File: src/rtl/bchs_pkg.sv
`timescale 1ns / 1ps

package bchs_pkg;

	localparam int CFG_W = 8;
	localparam int IN_DW = 8;
	localparam logic [CFG_W-1:0] POLY_RESET = 8'd143;

	localparam int QDEPTH = 4;
	localparam int QAW    = 2;
	localparam int QCW    = 3;

	typedef struct packed {
		logic rx_bit;
		logic word_end;
	} bchs_item_t;

endpackage

File: src/rtl/bch_syndrome_calculator.sv
`timescale 1ns / 1ps

// Serial BCH syndrome calculator over GF(2^FIELD_BITS). Takes one received bit per item,
// position 0 first, at one item per cycle while s_axis_tready is high; the item with
// tlast set closes the word and starts a burst of 2*CORRECTABLE syndrome items, S1 first,
// the last one with tlast set. Output items leave at one per cycle while m_axis_tready is
// high, from a snapshot buffer, so the next word streams in during the burst; a word end
// that arrives while a burst is still draining waits in the four-item input queue until
// the burst has room. After reset and after every write of the field polynomial, input is
// held off while the table of alpha powers refills. m_axis_tdata: syndrome index in the
// low bits, then the syndrome value, zero padded to whole bytes.

module bch_syndrome_calculator #(
	parameter int FIELD_BITS  = 8,
	parameter int CORRECTABLE = 6
) (
	input  logic                             clk,
	input  logic                             arst_n,
	input  logic                             cfg_wen,
	input  logic [bchs_pkg::CFG_W-1:0]       cfg_wdata,
	input  logic                             s_axis_tvalid,
	output logic                             s_axis_tready,
	input  logic [bchs_pkg::IN_DW-1:0]       s_axis_tdata,  // [0] received_bit
	input  logic                             s_axis_tlast,
	output logic                             m_axis_tvalid,
	input  logic                             m_axis_tready,
	// syndrome_index, syndrome_value, zero pad
	output logic [((((2*CORRECTABLE > 1) ? $clog2(2*CORRECTABLE) : 1) + FIELD_BITS + 7)
		/ 8) * 8 - 1:0] m_axis_tdata,
	output logic                             m_axis_tlast
);

	localparam int NS      = 2 * CORRECTABLE;
	localparam int IW      = (NS > 1) ? $clog2(NS) : 1;
	localparam int ODW     = ((IW + FIELD_BITS + 7) / 8) * 8;
	localparam int ENTRIES = FIELD_BITS + NS;

	logic [ENTRIES-1:0][FIELD_BITS-1:0] tbl;
	logic                               tbl_ready;
	bchs_pkg::bchs_item_t               in_item;
	bchs_pkg::bchs_item_t               q_item;
	logic                               q_valid;
	logic                               q_pop;
	logic [IW-1:0]                      syn_index;
	logic [FIELD_BITS-1:0]              syn_value;

	assign in_item.rx_bit   = s_axis_tdata[0];
	assign in_item.word_end = s_axis_tlast;

	bchs_powtab #(
		.FIELD_BITS (FIELD_BITS),
		.CORRECTABLE(CORRECTABLE)
	) u_powtab (
		.clk      (clk),
		.arst_n   (arst_n),
		.cfg_wen  (cfg_wen),
		.cfg_wdata(cfg_wdata),
		.tbl      (tbl),
		.tbl_ready(tbl_ready)
	);

	bchs_front u_front (
		.clk      (clk),
		.arst_n   (arst_n),
		.tbl_ready(tbl_ready),
		.in_valid (s_axis_tvalid),
		.in_ready (s_axis_tready),
		.in_item  (in_item),
		.q_valid  (q_valid),
		.q_item   (q_item),
		.q_pop    (q_pop)
	);

	bchs_back #(
		.FIELD_BITS (FIELD_BITS),
		.CORRECTABLE(CORRECTABLE)
	) u_back (
		.clk      (clk),
		.arst_n   (arst_n),
		.tbl      (tbl),
		.q_valid  (q_valid),
		.q_item   (q_item),
		.q_pop    (q_pop),
		.out_valid(m_axis_tvalid),
		.out_ready(m_axis_tready),
		.out_index(syn_index),
		.out_value(syn_value),
		.out_last (m_axis_tlast)
	);

	assign m_axis_tdata = ODW'({syn_value, syn_index});

endmodule

File: src/rtl/bchs_powtab.sv
`timescale 1ns / 1ps

module bchs_powtab #(
	parameter int FIELD_BITS  = 8,
	parameter int CORRECTABLE = 6
) (
	input  logic                                                 clk,
	input  logic                                                 arst_n,
	input  logic                                                 cfg_wen,
	input  logic [bchs_pkg::CFG_W-1:0]                           cfg_wdata,
	output logic [FIELD_BITS+2*CORRECTABLE-1:0][FIELD_BITS-1:0] tbl,
	output logic                                                 tbl_ready
);

	localparam int ENTRIES = FIELD_BITS + 2 * CORRECTABLE;
	localparam int CW      = $clog2(ENTRIES);
	localparam logic [CW-1:0] SETTLE = CW'(ENTRIES - 1);

	logic [FIELD_BITS+bchs_pkg::CFG_W-1:0] wdata_ext;
	logic [FIELD_BITS+bchs_pkg::CFG_W-1:0] reset_ext;
	logic [FIELD_BITS-1:0]                 poly_q;
	logic [ENTRIES-1:0][FIELD_BITS-1:0]    tbl_q;
	logic [CW-1:0]                         settle_q;

	function automatic logic [FIELD_BITS-1:0] times_alpha(
		input logic [FIELD_BITS-1:0] v,
		input logic [FIELD_BITS-1:0] poly
	);
		logic [FIELD_BITS-1:0] r;
		r = {v[FIELD_BITS-2:0], 1'b0};
		if (v[FIELD_BITS-1]) begin
			r = r ^ poly;
		end
		return r;
	endfunction

	assign wdata_ext = {{FIELD_BITS{1'b0}}, cfg_wdata};
	assign reset_ext = {{FIELD_BITS{1'b0}}, bchs_pkg::POLY_RESET};

	// hold field polynomial, restart table settle on every write
	always_ff @(posedge clk or negedge arst_n) begin
		if (!arst_n) begin
			poly_q   <= reset_ext[FIELD_BITS-1:0];
			settle_q <= SETTLE;
		end else if (cfg_wen) begin
			poly_q   <= wdata_ext[FIELD_BITS-1:0];
			settle_q <= SETTLE;
		end else if (settle_q != '0) begin
			settle_q <= settle_q - 1'b1;
		end
	end

	// power chain: entry e holds alpha^e, one reduction step per entry
	always_ff @(posedge clk) begin
		tbl_q[0] <= FIELD_BITS'(1);
		for (int e = 1; e < ENTRIES; e++) begin
			tbl_q[e] <= times_alpha(tbl[e-1], poly_q);
		end
	end

	always_comb begin
		tbl    = tbl_q;
		tbl[0] = FIELD_BITS'(1);
	end

	assign tbl_ready = (settle_q == '0);

	assert property (@(posedge clk) disable iff (!arst_n)
		cfg_wen |=> !tbl_ready)
		else $error("power table reported ready right after a polynomial write");

endmodule

File: src/rtl/bchs_front.sv
`timescale 1ns / 1ps

module bchs_front (
	input  logic                 clk,
	input  logic                 arst_n,
	input  logic                 tbl_ready,
	input  logic                 in_valid,
	output logic                 in_ready,
	input  bchs_pkg::bchs_item_t in_item,
	output logic                 q_valid,
	output bchs_pkg::bchs_item_t q_item,
	input  logic                 q_pop
);

	bchs_pkg::bchs_item_t        mem_q [bchs_pkg::QDEPTH];
	logic [bchs_pkg::QAW-1:0]    wr_ptr_q;
	logic [bchs_pkg::QAW-1:0]    rd_ptr_q;
	logic [bchs_pkg::QCW-1:0]    cnt_q;
	logic                        full;
	logic                        push;

	assign full     = (cnt_q == bchs_pkg::QCW'(bchs_pkg::QDEPTH));
	assign in_ready = !full && tbl_ready;
	assign push     = in_valid && in_ready;
	assign q_valid  = (cnt_q != '0);
	assign q_item   = mem_q[rd_ptr_q];

	always_ff @(posedge clk) begin
		if (push) begin
			mem_q[wr_ptr_q] <= in_item;
		end
	end

	always_ff @(posedge clk or negedge arst_n) begin
		if (!arst_n) begin
			wr_ptr_q <= '0;
			rd_ptr_q <= '0;
			cnt_q    <= '0;
		end else begin
			if (push) begin
				wr_ptr_q <= wr_ptr_q + 1'b1;
			end
			if (q_pop) begin
				rd_ptr_q <= rd_ptr_q + 1'b1;
			end
			case ({push, q_pop})
				2'b10:   cnt_q <= cnt_q + 1'b1;
				2'b01:   cnt_q <= cnt_q - 1'b1;
				default: cnt_q <= cnt_q;
			endcase
		end
	end

	assert property (@(posedge clk) disable iff (!arst_n)
		cnt_q <= bchs_pkg::QCW'(bchs_pkg::QDEPTH))
		else $error("queue count beyond depth");

	assert property (@(posedge clk) disable iff (!arst_n)
		(q_pop && !push) |=> (cnt_q == $past(cnt_q) - 1'b1))
		else $error("queue count did not drop on pop");

endmodule

File: src/rtl/bchs_back.sv
`timescale 1ns / 1ps

module bchs_back #(
	parameter int FIELD_BITS  = 8,
	parameter int CORRECTABLE = 6
) (
	input  logic                                                 clk,
	input  logic                                                 arst_n,
	input  logic [FIELD_BITS+2*CORRECTABLE-1:0][FIELD_BITS-1:0] tbl,
	input  logic                                                 q_valid,
	input  bchs_pkg::bchs_item_t                                 q_item,
	output logic                                                 q_pop,
	output logic                                                 out_valid,
	input  logic                                                 out_ready,
	output logic [((2*CORRECTABLE > 1) ? $clog2(2*CORRECTABLE) : 1)-1:0] out_index,
	output logic [FIELD_BITS-1:0]                                out_value,
	output logic                                                 out_last
);

	localparam int NS = 2 * CORRECTABLE;
	localparam int IW = (NS > 1) ? $clog2(NS) : 1;
	localparam logic [IW-1:0] LAST_IDX = IW'(NS - 1);

	logic [NS-1:0][FIELD_BITS-1:0] acc_q;
	logic [NS-1:0][FIELD_BITS-1:0] pow_q;
	logic [NS-1:0][FIELD_BITS-1:0] acc_upd;
	logic [NS-1:0][FIELD_BITS-1:0] pow_upd;
	logic [NS-1:0][FIELD_BITS-1:0] out_q;
	logic                          busy_q;
	logic [IW-1:0]                 idx_q;
	logic                          out_hs;
	logic                          buf_free;
	logic                          word_done;

	// each lane: absorb bit, then multiply its running power by alpha^(k+1)
	always_comb begin
		for (int k = 0; k < NS; k++) begin
			acc_upd[k] = acc_q[k] ^ (q_item.rx_bit ? pow_q[k] : '0);
			pow_upd[k] = '0;
			for (int i = 0; i < FIELD_BITS; i++) begin
				if (pow_q[k][i]) begin
					pow_upd[k] = pow_upd[k] ^ tbl[i+k+1];
				end
			end
		end
	end

	assign out_hs    = busy_q && out_ready;
	assign buf_free  = !busy_q || (out_ready && (idx_q == LAST_IDX));
	assign q_pop     = q_valid && (!q_item.word_end || buf_free);
	assign word_done = q_pop && q_item.word_end;

	always_ff @(posedge clk or negedge arst_n) begin
		if (!arst_n) begin
			for (int k = 0; k < NS; k++) begin
				acc_q[k] <= '0;
				pow_q[k] <= FIELD_BITS'(1);
			end
		end else if (q_pop) begin
			for (int k = 0; k < NS; k++) begin
				if (q_item.word_end) begin
					acc_q[k] <= '0;
					pow_q[k] <= FIELD_BITS'(1);
				end else begin
					acc_q[k] <= acc_upd[k];
					pow_q[k] <= pow_upd[k];
				end
			end
		end
	end

	// snapshot on word end, shift down as items leave
	always_ff @(posedge clk) begin
		if (word_done) begin
			out_q <= acc_upd;
		end else if (out_hs) begin
			for (int k = 0; k < NS - 1; k++) begin
				out_q[k] <= out_q[k+1];
			end
		end
	end

	always_ff @(posedge clk or negedge arst_n) begin
		if (!arst_n) begin
			busy_q <= 1'b0;
			idx_q  <= '0;
		end else if (word_done) begin
			busy_q <= 1'b1;
			idx_q  <= '0;
		end else if (out_hs) begin
			if (idx_q == LAST_IDX) begin
				busy_q <= 1'b0;
			end else begin
				idx_q <= idx_q + 1'b1;
			end
		end
	end

	assign out_valid = busy_q;
	assign out_index = idx_q;
	assign out_value = out_q[0];
	assign out_last  = (idx_q == LAST_IDX);

	assert property (@(posedge clk) disable iff (!arst_n)
		busy_q |-> (idx_q <= LAST_IDX))
		else $error("syndrome index past last syndrome");

	assert property (@(posedge clk) disable iff (!arst_n)
		word_done |=> (busy_q && idx_q == '0))
		else $error("word end did not start a syndrome burst");

	assert property (@(posedge clk) disable iff (!arst_n)
		(out_hs && idx_q != LAST_IDX) |=> busy_q)
		else $error("syndrome burst ended early");

endmodule
File: config.mk
export PLATFORM = sky130hd
export DESIGN_NAME = bch_syndrome_calculator
export DESIGN_NICKNAME = d
export VERILOG_FILES = /design/src/rtl/bchs_pkg.sv /design/src/rtl/bch_syndrome_calculator.sv /design/src/rtl/bchs_powtab.sv /design/src/rtl/bchs_front.sv /design/src/rtl/bchs_back.sv
export SDC_FILE = /design/constraint.sdc
export NUM_CORES = 1
export LEC_CHECK = 0
export BUFFER_PORTS_ARGS = -buffer_cell sky130_fd_sc_hd__buf_4
export CORE_UTILIZATION = 45
export DETAILED_ROUTE_END_ITERATION = 6
export PLACE_DENSITY = 0.56
export SYNTH_ARGS = -nofsm -noshare
export SYNTH_HDL_FRONTEND = slang
export SYNTH_SLANG_ARGS = --single-unit
File: constraint.sdc
create_clock -name clk -period 9.7 [get_ports clk]
set_input_delay 1.94 -clock clk [delete_from_list [all_inputs] [get_ports clk]]
set_output_delay 1.94 -clock clk [all_outputs]
set_load 0.01 [all_outputs]
Word level (Yosys, flattened, before mapping)
Memories as Yosys holds them, arrays and structs flattened.
Cells that the tools add are included.
{"block": "word_totals", "memories": 1, "output_inout_bits": 19, "ff_bits": 409, "ramBits": 8, "word_cells": 362, "input_bits": 22}
{"block": "op_classes", "bitwise_logic": 107, "n_eq_ne": 5, "add_sub_neg": 6, "mux": 156, "n_reduce_logical": 20}
{"name": "u_front.mem_q", "words": 4, "word_bits": 2, "rd": 1, "rd_ports_with_merged_regs": 0, "write_ports": 1, "line": "bchs_front.sv:15", "rtl": "bchs_pkg::bchs_item_t mem_q [bchs_pkg::QDEPTH];"}
{"op": "2-to-1 mux 8 bit", "count": 122}
{"op": "bitwise XOR 8 bit", "count": 86}
{"op": "2-to-1 mux 88 bit", "count": 2}
{"op": "2-to-1 mux 7 bit", "count": 6}
{"op": "2-to-1 mux 5 bit", "count": 6}
{"op": "2-to-1 mux 6 bit", "count": 5}
{"op": "2-to-1 mux 4 bit", "count": 6}
{"op": "NOT 1 bit, first input constant", "count": 21}
{"op": "nonzero test 2 bit", "count": 4}
{"op": "logical AND 1 bit", "count": 6}
{"op": "2-to-1 mux 3 bit", "count": 2}
{"op": "one-hot mux 3 bit (2 select lines)", "count": 1}
{"op": "zero test 5 bit", "count": 1}
{"op": "2-to-1 mux 1 bit", "count": 5}
{"op": "nonzero test 5 bit", "count": 1}
{"op": "subtractor 5 x 1 -> 5 bit, second input constant", "count": 1}
{"op": "adder 2 x 1 -> 2 bit, second input constant", "count": 2}
{"op": "adder 4 x 1 -> 4 bit, second input constant", "count": 1}
{"op": "equality test 4 bit, second input constant", "count": 1}
{"op": "AND reduction 2 bit", "count": 2}
{"op": "adder 3 x 1 -> 3 bit, second input constant", "count": 1}
{"op": "equality test 3 bit, second input constant", "count": 1}
{"op": "zero test 1 bit", "count": 3}
{"op": "nonzero test 3 bit", "count": 1}
{"op": "6 further kinds", "count": 7}

Depth between registers and ports, before layout
{"block": "depth", "depth_word": 16, "depth_mapped": 12, "mapped_depth_nobuf": 12}

Cells and area by module
From an unflattened synthesis, not the netlist that was laid out.
{"block": "unflattened", "hier_cells": 3338, "hier_area_um2": 27362.5}
{"mod": "bchs_back", "n_inst": 1, "cells_each": 2907, "area_per_inst_um2": 22540.4, "seq_area_each_um2": 7827.5}
{"mod": "bchs_powtab", "n_inst": 1, "cells_each": 377, "area_per_inst_um2": 4062.6, "seq_area_each_um2": 2257.2}
{"mod": "bchs_front", "n_inst": 1, "cells_each": 49, "area_per_inst_um2": 725.7, "seq_area_each_um2": 415.4}
{"mod": "bch_syndrome_calculator", "n_inst": 1, "cells_each": 5, "area_per_inst_um2": 33.8, "seq_area_each_um2": 0.0}

Worst setup path before layout
No wires, ideal clock.
{"block": "synth_path", "path_kind": "input -> register", "startpoint": "in m_axis_tready", "endpoint": "reg u_back.out_q[10] (netlist name), enable pin", "arrival_ns": 4.668, "setup_ns": 0.449, "cell_stages": 7, "slack_ns": 4.583, "required_ns": 9.251, "n_path_buf": 3, "cell_sequence": "nand4b_1 > nand2_1 > nand3_2 > buf_2 > buf_2 > buf_4 > nand2_1"}
{"block": "synth_between", "elab_chain_cells": 6, "elab_cells_between_ends": 7, "cone_classes": "7 x reduce/logical"}
{"item": "from (decl)", "line": "bch_syndrome_calculator.sv:26", "rtl": "input logic m_axis_tready,"}
{"item": "logical AND 1 bit", "line": "bchs_back.sv:49", "rtl": "assign buf_free = !busy_q || (out_ready && (idx_q == LAST_IDX));"}
{"item": "logical OR 1 bit", "line": "bchs_back.sv:49"}
{"item": "logical OR 1 bit", "line": "bchs_back.sv:50", "rtl": "assign q_pop = q_valid && (!q_item.word_end || buf_free);"}
{"item": "logical AND 1 bit", "line": "bchs_back.sv:50"}
{"item": "logical AND 1 bit", "line": "bchs_back.sv:51", "rtl": "assign word_done = q_pop && q_item.word_end;"}
{"item": "nonzero test 2 bit (no line) *"}
{"item": "to (signal assigned)", "line": "bchs_back.sv:75", "rtl": "out_q <= acc_upd;"}
{"item": "to (signal, indexed assignment)", "line": "bchs_back.sv:78", "rtl": "out_q[k] <= out_q[k+1];"}
{"item": "to (decl)", "line": "bchs_back.sv:28", "rtl": "logic [NS-1:0][FIELD_BITS-1:0] out_q;"}
Mark *: on every way between the ends. The rest lies on a longest branch, timed or not.
A chain may end at the register's enable or synchronous reset.

Worst setup path in the final report
{"block": "layout_path", "startpoint": "reg u_powtab.settle_q[0]", "endpoint": "out s_axis_tready"}
{"block": "layout_between", "elab_chain_cells": 2}
{"item": "from (decl)", "line": "bchs_powtab.sv:23", "rtl": "logic [CW-1:0] settle_q;"}
{"item": "from (signal assigned)", "line": "bchs_powtab.sv:49", "rtl": "settle_q <= settle_q - 1'b1;"}
{"item": "zero test 5 bit", "line": "bchs_powtab.sv:66", "rtl": "assign tbl_ready = (settle_q == '0);"}
{"item": "logical AND 1 bit", "line": "bchs_front.sv:23", "rtl": "assign in_ready = !full && tbl_ready;"}
{"item": "to (decl)", "line": "bch_syndrome_calculator.sv:22", "rtl": "output logic s_axis_tready,"}
No other way between the ends.

==> results.md <==
- Drt first pass iters: 5
- Clk Latency, worst-skew pair: 0.61 ns
- Reg-to-reg critical path endpoint: u_front.cnt_q[2]$_DFFE_PN0P_
- Slew @ Worst Pin: 1.235 ns
- Global-route wire length before repair: 107.1 mm
- Flop-to-flop setup slack: 5.69 ns
- Final RePlAce weighted congestion: 0.8762
- Synth cell count leaders: nand2_1, xnor2_1, o21ai_0, xor2_1, dfrtp_1
- Cts bufs inserted: 48
- Std cell rows: 84
- Type of the most critical hold path: flip-flop to flip-flop
- CTS resizes: 0
- Netlist Area Pre-Place: 24,040 um2
- IO buf count: 29
- #FFs+latches synth: 417
- Layout cells sized above 1: 0.05799
- Clk_skew: 0.02474 ns
- Core area: 52,660 um2
- Post-layout util: 0.4917
- CP required: 7.76 ns
- Vias in the first global route: 17,560
- Gr usage total: 0.2590
- Setup crit end kind: output port
- CTS tree: done
- Critical path fanouts, max: 6
- Hold Buf Count CTS: 0
- Final WL: 69.05 mm
- Ant diodes: 0
- Status: completed
- Full die area: 54,340 um2
- Reg2Reg Depth: 12
- Area Growth Syn to Fin: 7.704%
- Worst-path clk slew: 0.06 ns
- Synth top area share: 0.2051
- CTS max path bufs: 3
- Synth Warn #: 0
- Crit path time final: 4.115 ns
- Hold Fails Final Rpt: 0
- Vias: 18,460
- Primary FF master, synth: dfrtp_1
- Post-DP HPWL: 43.48 mm
- Ports: 41
- Crit-path leading delay family: compound AO/OA/AOI/OAI gates
- Iter 0 DRT Violations: 1,553
- Max_cap viols: 0
- Post-CTS setup buffer count: 0
- Main combinational cell family by area after synthesis: XOR/XNOR gates
- Wire per inst: 20.13 um
- Initial antenna violation count: 1
- Seq/Total Area, Yosys: 0.4368
- WS Path Type: flip-flop to output port
- Post-synthesis adder-cell area fraction: 0.004477
- Peak supply drop: 252.2 uV
- Yosys cell types: 49
- Synth Area in Compound Gates: 0.08693
- CP arrival: 2.18 ns
- Rel. slew slack: 0.1739
- Critical Path Max Stage Delay: 0.47 ns
- Fmax achieved: 243.0 MHz
- Antenna-violating nets left: 0
- Buf/Inv on CP: 2
- Crit Reg-Reg Startpoint: u_front.rd_ptr_q[0]$_DFFE_PN0P_
- # H-tree levels: 2
- Worst hold stages: 2
- Post-Synth Simple-Gate Area: 0.1828
- Initial Utilization: 0.4565
- Fillers: 4,912
- Leakage: 10.09 nW
- Die Y: 233.1 um
- Synth Area in XOR/XNOR: 0.2359
- Cells after synthesis: 2,844
- Clock root cell: clkbuf_16
- Pin count of the biggest net entering global routing: 184
- TNS Setup: 0 ns
- EDFF count, synth: 104
- P per Cell Area: 425.9 nW/um2
- Max-slew violations: 0
- Dominant cell type by area after synthesis: dfrtp_1
- Worst path cell trace: inv_1 -> ha_1 -> nand3b_1 -> a31oi_1 -> buf_4
- Top cells by area, synth: dfrtp_1, xnor2_1, nand2_1
- Final period util: 0.4243
- Final setup fails: 0
- Total gr overflow: 0
- Remaining DRCs: 0
- Clk sink count: 417
- WHS Endpoint: u_back.pow_q[16]$_DFFE_PN1P_
- Nets@finish: 2,732
- Async SR Flop Fraction: 0.5204
- Syn Area/Cell: 8.452 um2
- Crit-path slowest cell: a31oi_1
- Multiplexer area fraction after synthesis: 0.007548
- Hold_sp: u_back.pow_q[16]$_DFFE_PN1P_
- RSZ-0062 raised after global routing: false
- Top-count cell post-synth: nand2_1
- Critical path launch point type: flip-flop
- Vias per cell: 5.382
- Chip Width: 233.1 um
[per-stage QoR]
stage	instances	hold slack, ns	worst slack [ns]	power [mW]	cell area, um2
after CTS	3430	0.4919	5.527	11.05	25890
after floorplan	2847	0.3855	4.583	7.777	24050
after global placement	3340	0.4772	5.093	9.001	24260
after global routing	3430	0.5088	5.411	11.82	25890
after detailed placement	3340	0.4801	5.092	9.166	24260
final	3430	0.4900	5.585	11.03	25890
[worst max path at each step]
| stage | startpoint | end | slack, ns | depth (start not counted) |
|---|---|---|---|---|
| floorplan | m_axis_tready | u_back.out_q[10]$_DFFE_PP_ | 4.58 | 7 |
| global placement | m_axis_tready | u_front.cnt_q[2]$_DFFE_PN0P_ | 5.09 | 13 |
| detailed placement | m_axis_tready | u_front.cnt_q[2]$_DFFE_PN0P_ | 5.09 | 13 |
| CTS | u_powtab.settle_q[0]$_DFFE_PN1P_ | s_axis_tready | 5.53 | 5 |
| global route | u_powtab.settle_q[0]$_DFFE_PN1P_ | s_axis_tready | 5.41 | 5 |
| finish | u_powtab.settle_q[0]$_DFFE_PN1P_ | s_axis_tready | 5.58 | 5 |
[cell type report]
class	count	area [um2]	area share
Sequential cell	417	10500	0.4056
Clock inverter	15	183.9	0.007105
Timing Repair Buffer	42	335.3	0.01295
Multi-Input combinational cell	2174	12490	0.4825
Clock buffer	75	1445	0.05582
Inverter	19	71.32	0.002755
Tap cell	688	860.8	0.03325
[worst min-delay path: stages (launching register included)]
cell and delay [ns]:
dfstp_2 0.39, nand2_1 0.06, nand2_1 0.04
[where the power goes]
part | switching, mW | internal, mW
Clock | 0.759 | 1.11
Sequential | 1.45 | 2.70
Combinational | 2.71 | 2.30
Total | 4.92 | 6.11
[routing by layer]
metal  share of wire  GRT usage
met4           0.026    0.07639
met3           0.060    0.03735
met1            0.46     0.3712
met5               0          0
met2            0.46     0.4038
[placed cells by master (no fill, tap or decap), drive strengths merged, types with 75 or more instances in the layout]
cell    Yosys  final
xor2      215    215
nor3       91     91
nand2     970    970
xnor2     422    422
edfxtp    104    104
a21oi     102    102
dfxtp      96     96
clkbuf    169     75
o21ai     256    256
dfrtp     197    197
[kinds of logic (layout without fill, tap and decap cells)]
group | Yosys count | in the layout
buffers and inverters | 256 | 151
AO/OA/AOI/OAI | 394 | 394
other | 1 | 4
multiplexers | 14 | 14
flip-flops | 417 | 417
adder cells (fa/ha/maj) | 8 | 8
XOR/XNOR | 641 | 641
AND/OR/NAND/NOR | 1113 | 1113
[registers in the layout, summed over array words and instances (netlist names), 3 cells and up]
register           flops
u_back.acc_q          96
u_back.pow_q          96
u_powtab.tbl          96
u_back.out_q          88
u_back.out_value       8
u_front.mem_q          8
u_powtab.poly_q        8
u_powtab.settle_q      5
u_back.out_index       4
u_front.cnt_q          3
Power figures use the tool's default switching activity.
